===== src/design/tprs_pkg.sv =====
// ----------------------------------------------------------------------------
// tprs_pkg
// Shared widths, constants and register codes for the timer prescaler and
// reload search core.
// ----------------------------------------------------------------------------
package tprs_pkg;

	// field widths
	localparam int DELAY_W    = 16;
	localparam int CPM_W      = 16;
	localparam int PRESC_W    = 12;
	localparam int RELOAD_W   = 16;
	localparam int NUM_W      = 32;
	localparam int DIVISOR_W  = PRESC_W + 1;

	// reset value of the clock-cycles-per-millisecond register
	localparam logic [CPM_W-1:0] CPM_RESET = 16'd13560;

	// reload must stay below this bound for a fit
	localparam logic [RELOAD_W-1:0] RELOAD_BOUND = 16'hFFFF;

	// threshold for prescaler 0 and its step per prescaler increment
	localparam logic [NUM_W-1:0] BOUND_START = 32'h0000_FFFF;
	localparam logic [NUM_W-1:0] BOUND_STEP  = 32'h0001_FFFE;

	// register word index decoded from paddr[2]
	localparam logic REG_CYCLES_PER_MS = 1'b0;

	// apb
	localparam int APB_ADDR_W = 3;
	localparam int APB_DATA_W = 32;

endpackage


===== src/design/timer_prescaler_reload_search_core.sv =====
// ----------------------------------------------------------------------------
// timer_prescaler_reload_search_core
// Turns a timeout in milliseconds into a timer prescaler and reload value.
// ----------------------------------------------------------------------------
// Usage:
//   An item on the s_ channel carries delay_ms. The core forms
//   delay_ms * cycles_per_ms - 1 (32-bit wrap), then finds the first
//   prescaler p below PRESCALER_LIMIT whose reload num / (2p+1) is below
//   0xFFFF, and returns prescaler, reload and fit_found on the m_ channel.
//   cycles_per_ms is an apb register at byte address 0 (reset 13560).
// Steps:
//   the bit-serial multiplier, then one prescaler candidate per cycle
//   (a running threshold 0xFFFF*(2p+1) compared against the
//   numerator, up to PRESCALER_LIMIT candidates), then the bit-serial
//   divider, then the output register. One item at a time: the next
//   item is taken only after the previous result is handed to the
//   output register.
// Reset:
//   arst_n clears control state and reloads cycles_per_ms; no clearing pass.
// Stall:
//   a result waits in the output register; s_tready returns high once the
//   result is handed to that register, so the next item can start while the
//   receiver still holds the previous one.
// ----------------------------------------------------------------------------
module timer_prescaler_reload_search_core
	import tprs_pkg::*;
#(
	parameter int PRESCALER_LIMIT = 4095
) (
	input  logic                   clk,
	input  logic                   arst_n,
	// apb configuration
	input  logic                   psel,
	input  logic                   penable,
	input  logic                   pwrite,
	input  logic [APB_ADDR_W-1:0]  paddr,
	input  logic [APB_DATA_W-1:0]  pwdata,
	output logic [APB_DATA_W-1:0]  prdata,
	output logic                   pready,
	// input items
	input  logic                   s_tvalid,
	output logic                   s_tready,
	input  logic [15:0]            s_tdata,   // [15:0] delay_ms
	// result items
	output logic                   m_tvalid,
	input  logic                   m_tready,
	output logic [31:0]            m_tdata,   // [11:0] prescaler, [27:12] reload, zero pad
	output logic                   m_tuser    // [0] fit_found
);

	localparam logic [PRESC_W-1:0] P_LIMIT = PRESC_W'(PRESCALER_LIMIT);
	localparam logic [PRESC_W-1:0] P_LAST  = PRESC_W'(PRESCALER_LIMIT - 1);

	localparam logic [2:0] ST_IDLE = 3'd0;
	localparam logic [2:0] ST_MUL  = 3'd1;
	localparam logic [2:0] ST_SRCH = 3'd2;
	localparam logic [2:0] ST_DIV  = 3'd3;
	localparam logic [2:0] ST_OUT  = 3'd4;

	logic [2:0]            state_q;
	logic [CPM_W-1:0]      cpm_q;
	logic [NUM_W-1:0]      num_q;
	logic [NUM_W-1:0]      bound_q;
	logic [PRESC_W-1:0]    p_q;
	logic                  fit_q;
	logic                  div_start_q;
	logic [DIVISOR_W-1:0]  divisor_q;
	logic                  m_tvalid_q;
	logic [PRESC_W-1:0]    m_presc_q;
	logic [RELOAD_W-1:0]   m_reload_q;
	logic                  m_fit_q;

	logic                  in_accept;
	logic                  cfg_write;
	logic                  mul_done;
	logic [NUM_W-1:0]      mul_product;
	logic                  div_done;
	logic [NUM_W-1:0]      div_quotient;
	logic                  out_free;

	assign in_accept = s_tvalid && s_tready;
	assign cfg_write = psel && penable && pwrite && pready;
	assign out_free  = !m_tvalid_q || m_tready;

	// apb register
	always_ff @(posedge clk or negedge arst_n) begin
		if (!arst_n) begin
			cpm_q <= CPM_RESET;
		end else if (cfg_write && (paddr[2] == REG_CYCLES_PER_MS)) begin
			cpm_q <= pwdata[CPM_W-1:0];
		end
	end

	assign pready = 1'b1;
	assign prdata = (paddr[2] == REG_CYCLES_PER_MS) ?
		{{(APB_DATA_W-CPM_W){1'b0}}, cpm_q} : '0;

	// numerator multiplier
	tprs_mul_serial u_mul (
		.clk     (clk),
		.arst_n  (arst_n),
		.start   (in_accept),
		.a       (s_tdata[DELAY_W-1:0]),
		.b       (cpm_q),
		.done    (mul_done),
		.product (mul_product)
	);

	// reload divider
	tprs_div_serial u_div (
		.clk      (clk),
		.arst_n   (arst_n),
		.start    (div_start_q),
		.dividend (num_q),
		.divisor  (divisor_q),
		.done     (div_done),
		.quotient (div_quotient)
	);

	// sequencer: multiply, search, divide, hand off
	always_ff @(posedge clk or negedge arst_n) begin
		if (!arst_n) begin
			state_q     <= ST_IDLE;
			div_start_q <= 1'b0;
		end else begin
			div_start_q <= 1'b0;
			unique case (state_q)
				ST_IDLE: begin
					if (in_accept) begin
						state_q <= ST_MUL;
					end
				end
				ST_MUL: begin
					if (mul_done) begin
						state_q <= ST_SRCH;
					end
				end
				ST_SRCH: begin
					if ((num_q < bound_q) || (p_q == P_LAST)) begin
						state_q     <= ST_DIV;
						div_start_q <= 1'b1;
					end
				end
				ST_DIV: begin
					if (div_done) begin
						state_q <= ST_OUT;
					end
				end
				ST_OUT: begin
					if (out_free) begin
						state_q <= ST_IDLE;
					end
				end
				default: begin
					state_q <= ST_IDLE;
				end
			endcase
		end
	end

	// search datapath: reload < 0xFFFF exactly when num < 0xFFFF*(2p+1)
	always_ff @(posedge clk) begin
		if (state_q == ST_MUL && mul_done) begin
			num_q   <= mul_product - 1'b1;
			bound_q <= BOUND_START;
			p_q     <= '0;
		end else if (state_q == ST_SRCH) begin
			if (num_q < bound_q) begin
				fit_q     <= 1'b1;
				divisor_q <= {p_q, 1'b1};
			end else if (p_q == P_LAST) begin
				fit_q     <= 1'b0;
				divisor_q <= {p_q, 1'b1};
				p_q       <= P_LIMIT;
			end else begin
				p_q     <= p_q + 1'b1;
				bound_q <= bound_q + BOUND_STEP;
			end
		end
	end

	// output register
	always_ff @(posedge clk or negedge arst_n) begin
		if (!arst_n) begin
			m_tvalid_q <= 1'b0;
		end else if (state_q == ST_OUT && out_free) begin
			m_tvalid_q <= 1'b1;
		end else if (m_tready) begin
			m_tvalid_q <= 1'b0;
		end
	end

	always_ff @(posedge clk) begin
		if (state_q == ST_OUT && out_free) begin
			m_presc_q  <= p_q;
			m_reload_q <= div_quotient[RELOAD_W-1:0];
			m_fit_q    <= fit_q;
		end
	end

	assign s_tready = (state_q == ST_IDLE);
	assign m_tvalid = m_tvalid_q;
	assign m_tdata  = {{(32-PRESC_W-RELOAD_W){1'b0}}, m_reload_q, m_presc_q};
	assign m_tuser  = m_fit_q;

endmodule


===== src/design/tprs_mul_serial.sv =====
// ----------------------------------------------------------------------------
// tprs_mul_serial
// Shift-add multiplier, one multiplier bit per cycle, 16 x 16 to 32 bits.
// ----------------------------------------------------------------------------
module tprs_mul_serial
	import tprs_pkg::*;
(
	input  logic                 clk,
	input  logic                 arst_n,
	input  logic                 start,
	input  logic [DELAY_W-1:0]   a,
	input  logic [CPM_W-1:0]     b,
	output logic                 done,
	output logic [NUM_W-1:0]     product
);

	localparam int CNT_W = $clog2(CPM_W);
	localparam logic [CNT_W-1:0] CNT_LAST = CNT_W'(CPM_W - 1);

	logic               busy_q;
	logic               done_q;
	logic [CNT_W-1:0]   cnt_q;
	logic [NUM_W-1:0]   mcand_q;
	logic [CPM_W-1:0]   mplier_q;
	logic [NUM_W-1:0]   prod_q;

	// control: step through the multiplier bits, then pulse done
	always_ff @(posedge clk or negedge arst_n) begin
		if (!arst_n) begin
			busy_q <= 1'b0;
			done_q <= 1'b0;
			cnt_q  <= '0;
		end else begin
			done_q <= 1'b0;
			if (start) begin
				busy_q <= 1'b1;
				cnt_q  <= '0;
			end else if (busy_q) begin
				cnt_q <= cnt_q + 1'b1;
				if (cnt_q == CNT_LAST) begin
					busy_q <= 1'b0;
					done_q <= 1'b1;
				end
			end
		end
	end

	// datapath: add shifted multiplicand when the low multiplier bit is set
	always_ff @(posedge clk) begin
		if (start) begin
			mcand_q  <= {{(NUM_W-DELAY_W){1'b0}}, a};
			mplier_q <= b;
			prod_q   <= '0;
		end else if (busy_q) begin
			if (mplier_q[0]) begin
				prod_q <= prod_q + mcand_q;
			end
			mcand_q  <= {mcand_q[NUM_W-2:0], 1'b0};
			mplier_q <= {1'b0, mplier_q[CPM_W-1:1]};
		end
	end

	assign done    = done_q;
	assign product = prod_q;

endmodule


===== src/design/tprs_div_serial.sv =====
// ----------------------------------------------------------------------------
// tprs_div_serial
// Restoring divider, one quotient bit per cycle, 32-bit dividend by a
// 13-bit divisor.
// ----------------------------------------------------------------------------
module tprs_div_serial
	import tprs_pkg::*;
(
	input  logic                  clk,
	input  logic                  arst_n,
	input  logic                  start,
	input  logic [NUM_W-1:0]      dividend,
	input  logic [DIVISOR_W-1:0]  divisor,
	output logic                  done,
	output logic [NUM_W-1:0]      quotient
);

	localparam int CNT_W = $clog2(NUM_W);
	localparam logic [CNT_W-1:0] CNT_LAST = CNT_W'(NUM_W - 1);

	logic                  busy_q;
	logic                  done_q;
	logic [CNT_W-1:0]      cnt_q;
	logic [DIVISOR_W-1:0]  div_q;
	logic [DIVISOR_W-1:0]  rem_q;
	logic [NUM_W-1:0]      quo_q;
	logic [DIVISOR_W:0]    rem_shift;
	logic [DIVISOR_W+1:0]  trial;

	// shift in the next dividend bit and try the subtraction
	assign rem_shift = {rem_q, quo_q[NUM_W-1]};
	assign trial     = {1'b0, rem_shift} - {2'b00, div_q};

	// control: step through the quotient bits, then pulse done
	always_ff @(posedge clk or negedge arst_n) begin
		if (!arst_n) begin
			busy_q <= 1'b0;
			done_q <= 1'b0;
			cnt_q  <= '0;
		end else begin
			done_q <= 1'b0;
			if (start) begin
				busy_q <= 1'b1;
				cnt_q  <= '0;
			end else if (busy_q) begin
				cnt_q <= cnt_q + 1'b1;
				if (cnt_q == CNT_LAST) begin
					busy_q <= 1'b0;
					done_q <= 1'b1;
				end
			end
		end
	end

	// datapath: dividend register turns into the quotient as it shifts
	always_ff @(posedge clk) begin
		if (start) begin
			div_q <= divisor;
			rem_q <= '0;
			quo_q <= dividend;
		end else if (busy_q) begin
			if (!trial[DIVISOR_W+1]) begin
				rem_q <= trial[DIVISOR_W-1:0];
				quo_q <= {quo_q[NUM_W-2:0], 1'b1};
			end else begin
				rem_q <= rem_shift[DIVISOR_W-1:0];
				quo_q <= {quo_q[NUM_W-2:0], 1'b0};
			end
		end
	end

	assign done     = done_q;
	assign quotient = quo_q;

endmodule


===== config.mk =====
export PLATFORM = sky130hd
export DESIGN_NAME = timer_prescaler_reload_search_core
export DESIGN_NICKNAME = d
export VERILOG_FILES = /design/src/design/tprs_pkg.sv /design/src/design/timer_prescaler_reload_search_core.sv /design/src/design/tprs_mul_serial.sv /design/src/design/tprs_div_serial.sv
export SDC_FILE = /design/constraint.sdc
export NUM_CORES = 1
export LEC_CHECK = 0
export BUFFER_PORTS_ARGS = -buffer_cell sky130_fd_sc_hd__buf_2
export CAP_MARGIN = 5
export CELL_PAD_IN_SITES_DETAIL_PLACEMENT = 0
export CELL_PAD_IN_SITES_GLOBAL_PLACEMENT = 1
export CORE_MARGIN = 4
export CORE_UTILIZATION = 48
export CTS_CLUSTER_DIAMETER = 120
export DETAILED_ROUTE_END_ITERATION = 7
export GPL_ROUTABILITY_DRIVEN = 1
export PLACE_DENSITY = 0.85
export SLEW_MARGIN = 25
export SYNTH_ARGS = -nofsm -noshare
export SYNTH_HDL_FRONTEND = slang
export SYNTH_HIERARCHICAL = 1
export SYNTH_SLANG_ARGS = --single-unit

===== constraint.sdc =====
create_clock -name clk -period 3.52 [get_ports clk]
set_input_delay 0.176 -clock clk [delete_from_list [all_inputs] [get_ports clk]]
set_output_delay 0.176 -clock clk [all_outputs]
set_load 0.01 [all_outputs]

==> results of run 1 <==
[layer usage]
metal	up-vias	GRT usage [%]	share of wire (%)
met5	-	0	0
met4	0	3.876	1.6
met3	37	2.651	3.9
met2	189	31.22	49
met1	5028	24.61	46
li1	5350	-	-
[Yosys cell counts (all sizes together), types with 11 or more instances]
cell type / count
mux2: 79
xnor2: 36
edfxtp: 151
ha: 82
xor2: 30
nor2b: 24
or4: 12
nor3: 31
a21o: 13
o21ai: 47
buf: 36
a311oi: 17
mux2i: 24
a21oi: 98
nand2: 131
o211ai: 13
nor2: 94
and2: 13
nand4: 20
a31oi: 11
dfxtp: 104
o31ai: 14
nor4: 13
inv: 67
clkbuf: 42
nand3: 38
dfrtp: 26
[final timing paths]
kind	startpoint	end	depth (start not counted)
setup / recovery	u_mul/product[10]	u_mul/product[31]	9
min in group asynchronous	arst_n	u_mul/done	2
hold / removal	m_tready	m_tvalid	3
setup reg to reg	u_mul/product[10]	u_mul/product[31]	9
max in group asynchronous	arst_n	div_start_q	2
hold reg to reg	divisor_q[12]	u_div/div_q[12]	0
[flip-flops by register name, summed over array words and instances (netlist names), 13 cells and up]
| register | count |
|---|---|
| u_mul/mcand_q | 32 |
| num_q | 32 |
| bound_q | 31 |
| cpm_q | 16 |
| u_div/div_q | 13 |
| u_mul/mplier_q | 16 |
| u_mul/product | 32 |
| m_reload_q | 16 |
| u_div/rem_q | 13 |
| u_div/quotient | 32 |
[worst min-delay path, delay by kind of cell]
family	cells	cell delay, ns
buf+inv	1	0.07
simple gates	2	0.22
[cells by family after synthesis]
kind of cell | Yosys count | share of synthesized area (%)
xor+xnor | 66 | 3.835
buf+inv | 147 | 4.649
fa+ha+maj | 84 | 7.072
simple gates | 430 | 14.19
mux | 103 | 7.496
flops | 289 | 49.61
other cells | 2 | 0.04982
compound gates | 286 | 13.10
[area by class of cell]
type                            count  area share, %
Sequential cell                   289          43.26
Timing Repair Buffer              138          5.225
Clock buffer                       45          5.276
Clock inverter                     15          1.556
Multi-Input combinational cell    991          40.32
Inverter                           69          1.498
Tap cell                          396          2.866
[what timing repair did]
item / CTS / global route
endpoints found under the hold margin: 58 / 0
setup endpoints to repair: 0 / 0
hold buffers: 33 / 0
[stage by stage]
stage | instances | hold slack [ns] | total power (W) | area [µm²]
floorplan | 1427 | -0.1196 | 0.01025 | 15150
CTS | 1943 | 0.03739 | 0.01542 | 17290
finish | 1943 | 0.02459 | 0.01529 | 17290
global placement | 1850 | 0.3064 | 0.01140 | 15780
global route | 1943 | 0.04388 | 0.01647 | 17290
detailed placement | 1850 | 0.3170 | 0.01161 | 15780
[power by group]
| part | internal [W] | leakage [nW] | switching [W] |
|---|---|---|---|
| clock | 0.00235 | 0.570 | 0.00135 |
| sequential | 0.00490 | 2.70 | 0.000779 |
| combinational | 0.00260 | 3.75 | 0.00332 |
| total | 0.00985 | 7.01 | 0.00545 |
==> results.py, run 1 <==
metrics = {
    "place": {
        "dp_slack_ns": 0.4281,
        "place_hpwl_um": 21920,
        "gp_congestion": 0.8485,
        "portBuffers": 86,
    },
    "synthesis": {
        "ys_warn_count": 6,
        "syn_inst": 1407,
        "synth_seq_cells": 289,
        "avgSynthCellArea_um2": 10.71,
        "synth_cell_type_count": 88,
        "ys_top_cells_by_area": "edfxtp_1, dfxtp_1, ha_1, mux2_2, dfrtp_1",
        "synth_enable_flop_cells": 151,
        "synthArstFlopShare_pct": 11.76,
        "synth_top_cell_by_area": "edfxtp_1",
        "synth_top_area_share_pct": 30.08,
        "synthesis.area_mm2": 0.01507,
        "ys_seq_area_share_pct": 49.61,
        "dominantRegCellSynth": "edfxtp_1",
    },
    "pwr": {
        "power_density_mw_per_mm2": 884.6,
        "p_leak_nw": 7.014,
        "ir_drop_mv": 0.4237,
    },
    "critical_path": {
        "critPathTopFamily": "compound AO/OA/AOI/OAI gates",
        "path_cells": "ha_1 -> a21oi_1 -> o21ai_0 -> a22oi_1 -> a2111oi_4 -> o41ai_2 -> a31oi_2 -> o31ai_1 -> mux2_1",
        "rrSetupSlack_ns": 0.40,
        "cp_num_buf_inv": 0,
        "cp.required_ns": 3.90,
        "end_kind": "flip-flop",
        "setup.worst_path.class": "flip-flop to flip-flop",
        "worst_setup_path_start_kind": "flip-flop",
        "critical_path.max_fanout": 6,
        "cp_data_arrival_time_ns": 3.51,
        "cp_slowest_cell": "o41ai_2",
        "crit_path_max_incr_delay_ns": 0.47,
    },
    "global_routing": {
        "grt_usage_pct": 18.16,
        "grt_pass1_vias": 10480,
        "antenna_found_initial": 0,
        "grt_first_pass_wirelength_um": 51750,
        "grt_max_degree": 69,
        "overflow": 0,
    },
    "clocking": {
        "postCtsSetupBuffers": 0,
        "cts_tree": "yes",
        "clock_path_buffers": 3,
        "clock_latency_ns": 0.51,
        "numCtsBuffers": 34,
        "clk_pin_slew_ns": 0.06,
        "cts-root-buf": "clkbuf_16",
        "h-tree-depth": 2,
        "cts.sinks": 289,
        "cts_resized": 0,
    },
    "sta": {
        "worstMarginPinSlew_ns": 0.8614,
        "fmax_ghz": 0.3201,
        "slew_violations": 0,
        "fin_worst_skew_ns": 0.02729,
        "rsz0062_at_grt": "false",
        "fin_crit_ns": 3.124,
        "hold_viol_final": 0,
        "fin_ws_ns": 0.3964,
        "finalSetupTns_ns": 0,
        "max-slew-margin-rel_pct": 42.27,
        "setup_viol": 0,
        "post-route-period-util_pct": 88.74,
    },
    "floorplan": {
        "dieArea_mm2": 0.03430,
        "row_count": 64,
        "coreArea_mm2": 0.03075,
        "dieHeight_um": 185.2,
        "die_w_um": 185.2,
        "io_pins": 126,
        "start_util_pct": 49.02,
    },
    "outcome": {
        "status": "finished clean",
    },
    "routing": {
        "ant_nets": 0,
        "dr.first_iter.drc_count": 550,
        "drt_drc_violations_left": 0,
        "drtPass1Iterations": 5,
        "wl_per_cell_um": 15.97,
        "viasPerCell": 5.458,
        "vias": 10600,
        "drt_wl_total_um": 31040,
    },
    "layout": {
        "final_nets": 1665,
        "multi_input_area_mm2": 0.006972,
        "fill_cells": 2608,
        "most-common-layout-cells": "edfxtp_1, nand2_1, dfxtp_1, nor2_1, a21oi_1",
        "final_core_util_pct": 56.23,
        "regArea_mm2": 0.007478,
        "antenna_cells": 0,
        "area_growth_pct": 14.70,
        "layout-drive-gt1-share_pct": 18.03,
        "final_common_cell": "edfxtp_1",
    },
    "min_path": {
        "hold_path_class": "input pin to flip-flop",
    },
    "flow_run": {
        "cap_violations": 0,
    },
}
(Power assumes the default switching activity.)
==> run 2: changes to the inputs <==
--- a/config.mk
+++ b/config.mk
@@ -7,14 +7,12 @@
 export LEC_CHECK = 0
 export BUFFER_PORTS_ARGS = -buffer_cell sky130_fd_sc_hd__buf_2
 export CAP_MARGIN = 5
-export CELL_PAD_IN_SITES_DETAIL_PLACEMENT = 0
-export CELL_PAD_IN_SITES_GLOBAL_PLACEMENT = 1
 export CORE_MARGIN = 4
-export CORE_UTILIZATION = 48
+export CORE_UTILIZATION = 55
 export CTS_CLUSTER_DIAMETER = 120
 export DETAILED_ROUTE_END_ITERATION = 7
 export GPL_ROUTABILITY_DRIVEN = 1
-export PLACE_DENSITY = 0.85
+export PLACE_DENSITY = 0.79
 export SLEW_MARGIN = 25
 export SYNTH_ARGS = -nofsm -noshare
 export SYNTH_HDL_FRONTEND = slang
==> run 2 against run 1 <==
Effect of this change:
- utilization is 7.2 points higher
- clock skew shrank 0.019 ns
- clock-buffer cell count decreased by 1
- sequential share of layout area grew 0.49 points
- power shrank 2.6%
- critical path depth did not move
==> results.py, run 2 (synthesis gave the netlist of run 1 again) <==
metrics = {
    "layout": {
        "antenna_cells": 0,
        "layout-drive-gt1-share_pct": 17.99,
        "multi_input_area_mm2": 0.006972,
        "regArea_mm2": 0.007480,
        "fill_cells": 2037,
        "final_nets": 1657,
        "area_growth_pct": 13.45,
        "design_area_mm2": 0.01710,
        "final_common_cell": "edfxtp_1",
        "most-common-layout-cells": "edfxtp_1, nand2_1, dfxtp_1, nor2_1, a21oi_1",
    },
    "place": {
        "place_hpwl_um": 21150,
        "portBuffers": 86,
        "dpl_cell_area_mm2": 0.01569,
        "gp_congestion": 0.9250,
    },
    "sta": {
        "max-slew-margin-rel_pct": 41.17,
        "rsz0062_at_grt": "false",
        "fmax_ghz": 0.3094,
        "post-route-period-util_pct": 91.82,
        "setup_viol": 0,
        "hold_viol_final": 0,
        "slew_violations": 0,
        "finalSetupTns_ns": 0,
        "fin_crit_ns": 3.232,
        "worstMarginPinSlew_ns": 0.8778,
        "fin_worst_skew_ns": 0.007977,
    },
    "critical_path": {
        "rr_worst_depth": 9,
        "end_kind": "flip-flop",
        "crit_path_max_incr_delay_ns": 0.52,
        "rrSetupSlack_ns": 0.29,
        "cp.required_ns": 3.97,
        "setup.worst_path.class": "flip-flop to flip-flop",
        "cp_data_arrival_time_ns": 3.68,
        "cp_num_buf_inv": 0,
        "critPathTopFamily": "compound AO/OA/AOI/OAI gates",
        "timing.rr.start": "u_mul/product[10]",
        "cp_slowest_cell": "o41ai_2",
        "worst_setup_path_start_kind": "flip-flop",
        "r2r-end": "u_mul/product[31]",
        "path_cells": "ha_1 -> a21oi_1 -> o21ai_0 -> a22oi_1 -> a2111oi_4 -> o41ai_2 -> a31oi_2 -> o31ai_1 -> mux2_1",
        "critical_path.max_fanout": 6,
    },
    "clocking": {
        "cts-root-buf": "clkbuf_16",
        "clock_latency_ns": 0.56,
        "cts.sinks": 289,
        "clock_path_buffers": 3,
        "cts_tree": "yes",
        "numCtsBuffers": 31,
        "h-tree-depth": 1,
        "postCtsSetupBuffers": 0,
        "clk_pin_slew_ns": 0.06,
    },
    "global_routing": {
        "grt_pass1_vias": 10530,
        "antenna_found_initial": 0,
        "grt_max_degree": 76,
        "grt_usage_pct": 19.85,
        "overflow": 0,
        "grt_first_pass_wirelength_um": 51220,
    },
    "routing": {
        "vias": 10870,
        "ant_nets": 0,
        "drt_drc_violations_left": 0,
        "wl_per_cell_um": 16.16,
        "drtPass1Iterations": 5,
        "dr.first_iter.drc_count": 897,
        "viasPerCell": 5.777,
        "drt_wl_total_um": 30390,
    },
    "floorplan": {
        "dieArea_mm2": 0.03012,
        "dieHeight_um": 173.5,
        "start_util_pct": 55.93,
        "coreArea_mm2": 0.02695,
        "row_count": 60,
        "io_pins": 126,
        "die_w_um": 173.5,
    },
    "min_path": {
        "worstHoldStart": "s_tvalid",
        "hold_path_class": "input pin to flip-flop",
        "hold_depth": 4,
        "worstHoldEndpoint": "state_q[0]",
    },
    "pwr": {
        "ir_drop_mv": 0.5830,
        "p_leak_nw": 6.960,
        "power_density_mw_per_mm2": 871.4,
    },
    "flow_run": {
        "cap_violations": 0,
    },
    "outcome": {
        "status": "finished clean",
    },
}
==> run 2: cell types whose count changed in the layout (fill, tap and decap cells not counted), sizes merged <==
| cell | change |
|---|---|
| bufinv | -6 |
| clkinv | +6 |
| dlygate4sd3 | +1 |
| clkbuf | -1 |
| clkinvlp | -1 |
| buf | -6 |
==> run 2: routing by layer <==
metal	part of all wire, %	track usage [%]	vias up	wire [µm]
li1	-	-	5343	-
met1	43	26.01	5158	13020
met2	50	35.09	302	15100
met3	4.6	2.203	64	1413
met4	2.8	5.554	0	850
met5	0	0	-	0
==> run 2: per-stage QoR <==
| step | std cells | power, W | setup slack (ns) | hold slack, ns | util (%) |
|---|---|---|---|---|---|
| 4_1_cts | 1881 | 0.01494 | 0.3604 | 0.04773 | 63.44 |
| 2_1_floorplan | 1427 | 0.01025 | 0.7535 | -0.1196 | - |
| 3_3_place_gp | 1789 | 0.01125 | 0.4817 | 0.3000 | 58.21 |
| 3_5_place_dp | 1789 | 0.01155 | 0.3869 | 0.3022 | 58.21 |
| 6_report | 1881 | 0.01490 | 0.2879 | 0.06016 | 63.45 |
| 5_1_grt | 1881 | 0.01598 | 0.1597 | 0.09379 | 63.45 |
==> run 2: final cells by class <==
cell class / instances / share of cell area, %
flip-flops and latches: 289 / 43.74
multi-input cells: 991 / 40.77
clock buffers: 44 / 5.554
repair buffers: 133 / 5.224
well taps: 341 / 2.495
inverters: 69 / 1.515
clock inverters: 14 / 0.7024
==> run 2: tightest hold or removal path, cell delays in order <==
cell and delay, ns:
buf_2 0.11, o21ai_0 0.15, o21a_1 0.11, nor3_1 0.04
==> run 2: how the worst max path moves through the flow <==
stage	cells past startpoint	startpoint	slack [ns]	endpoint
finish	9	u_mul/product[10]	0.29	u_mul/product[31]
global route	9	u_mul/product[10]	0.16	u_mul/product[31]
CTS	9	u_mul/product[10]	0.36	u_mul/product[31]
detailed placement	9	u_mul/product[10]	0.39	u_mul/product[31]
global placement	9	u_mul/product[10]	0.48	u_mul/product[31]
floorplan	9	u_mul/product[16]	0.75	u_mul/product[31]
==> run 2: where the power goes <==
part           total, W  switching [W]  internal, W  leakage, nW
registers       0.00575       0.000851      0.00490         2.70
logic           0.00586        0.00328      0.00258         3.73
clock network   0.00329        0.00132      0.00196        0.535
total            0.0149        0.00546      0.00944         6.96
==> run 2: repair_timing <==
action | in CTS | in global routing
setup endpoints to repair | 0 | 0
hold buffers | 34 | 0
resized for setup | 0 | 0
endpoints found under the hold margin | 60 | 0
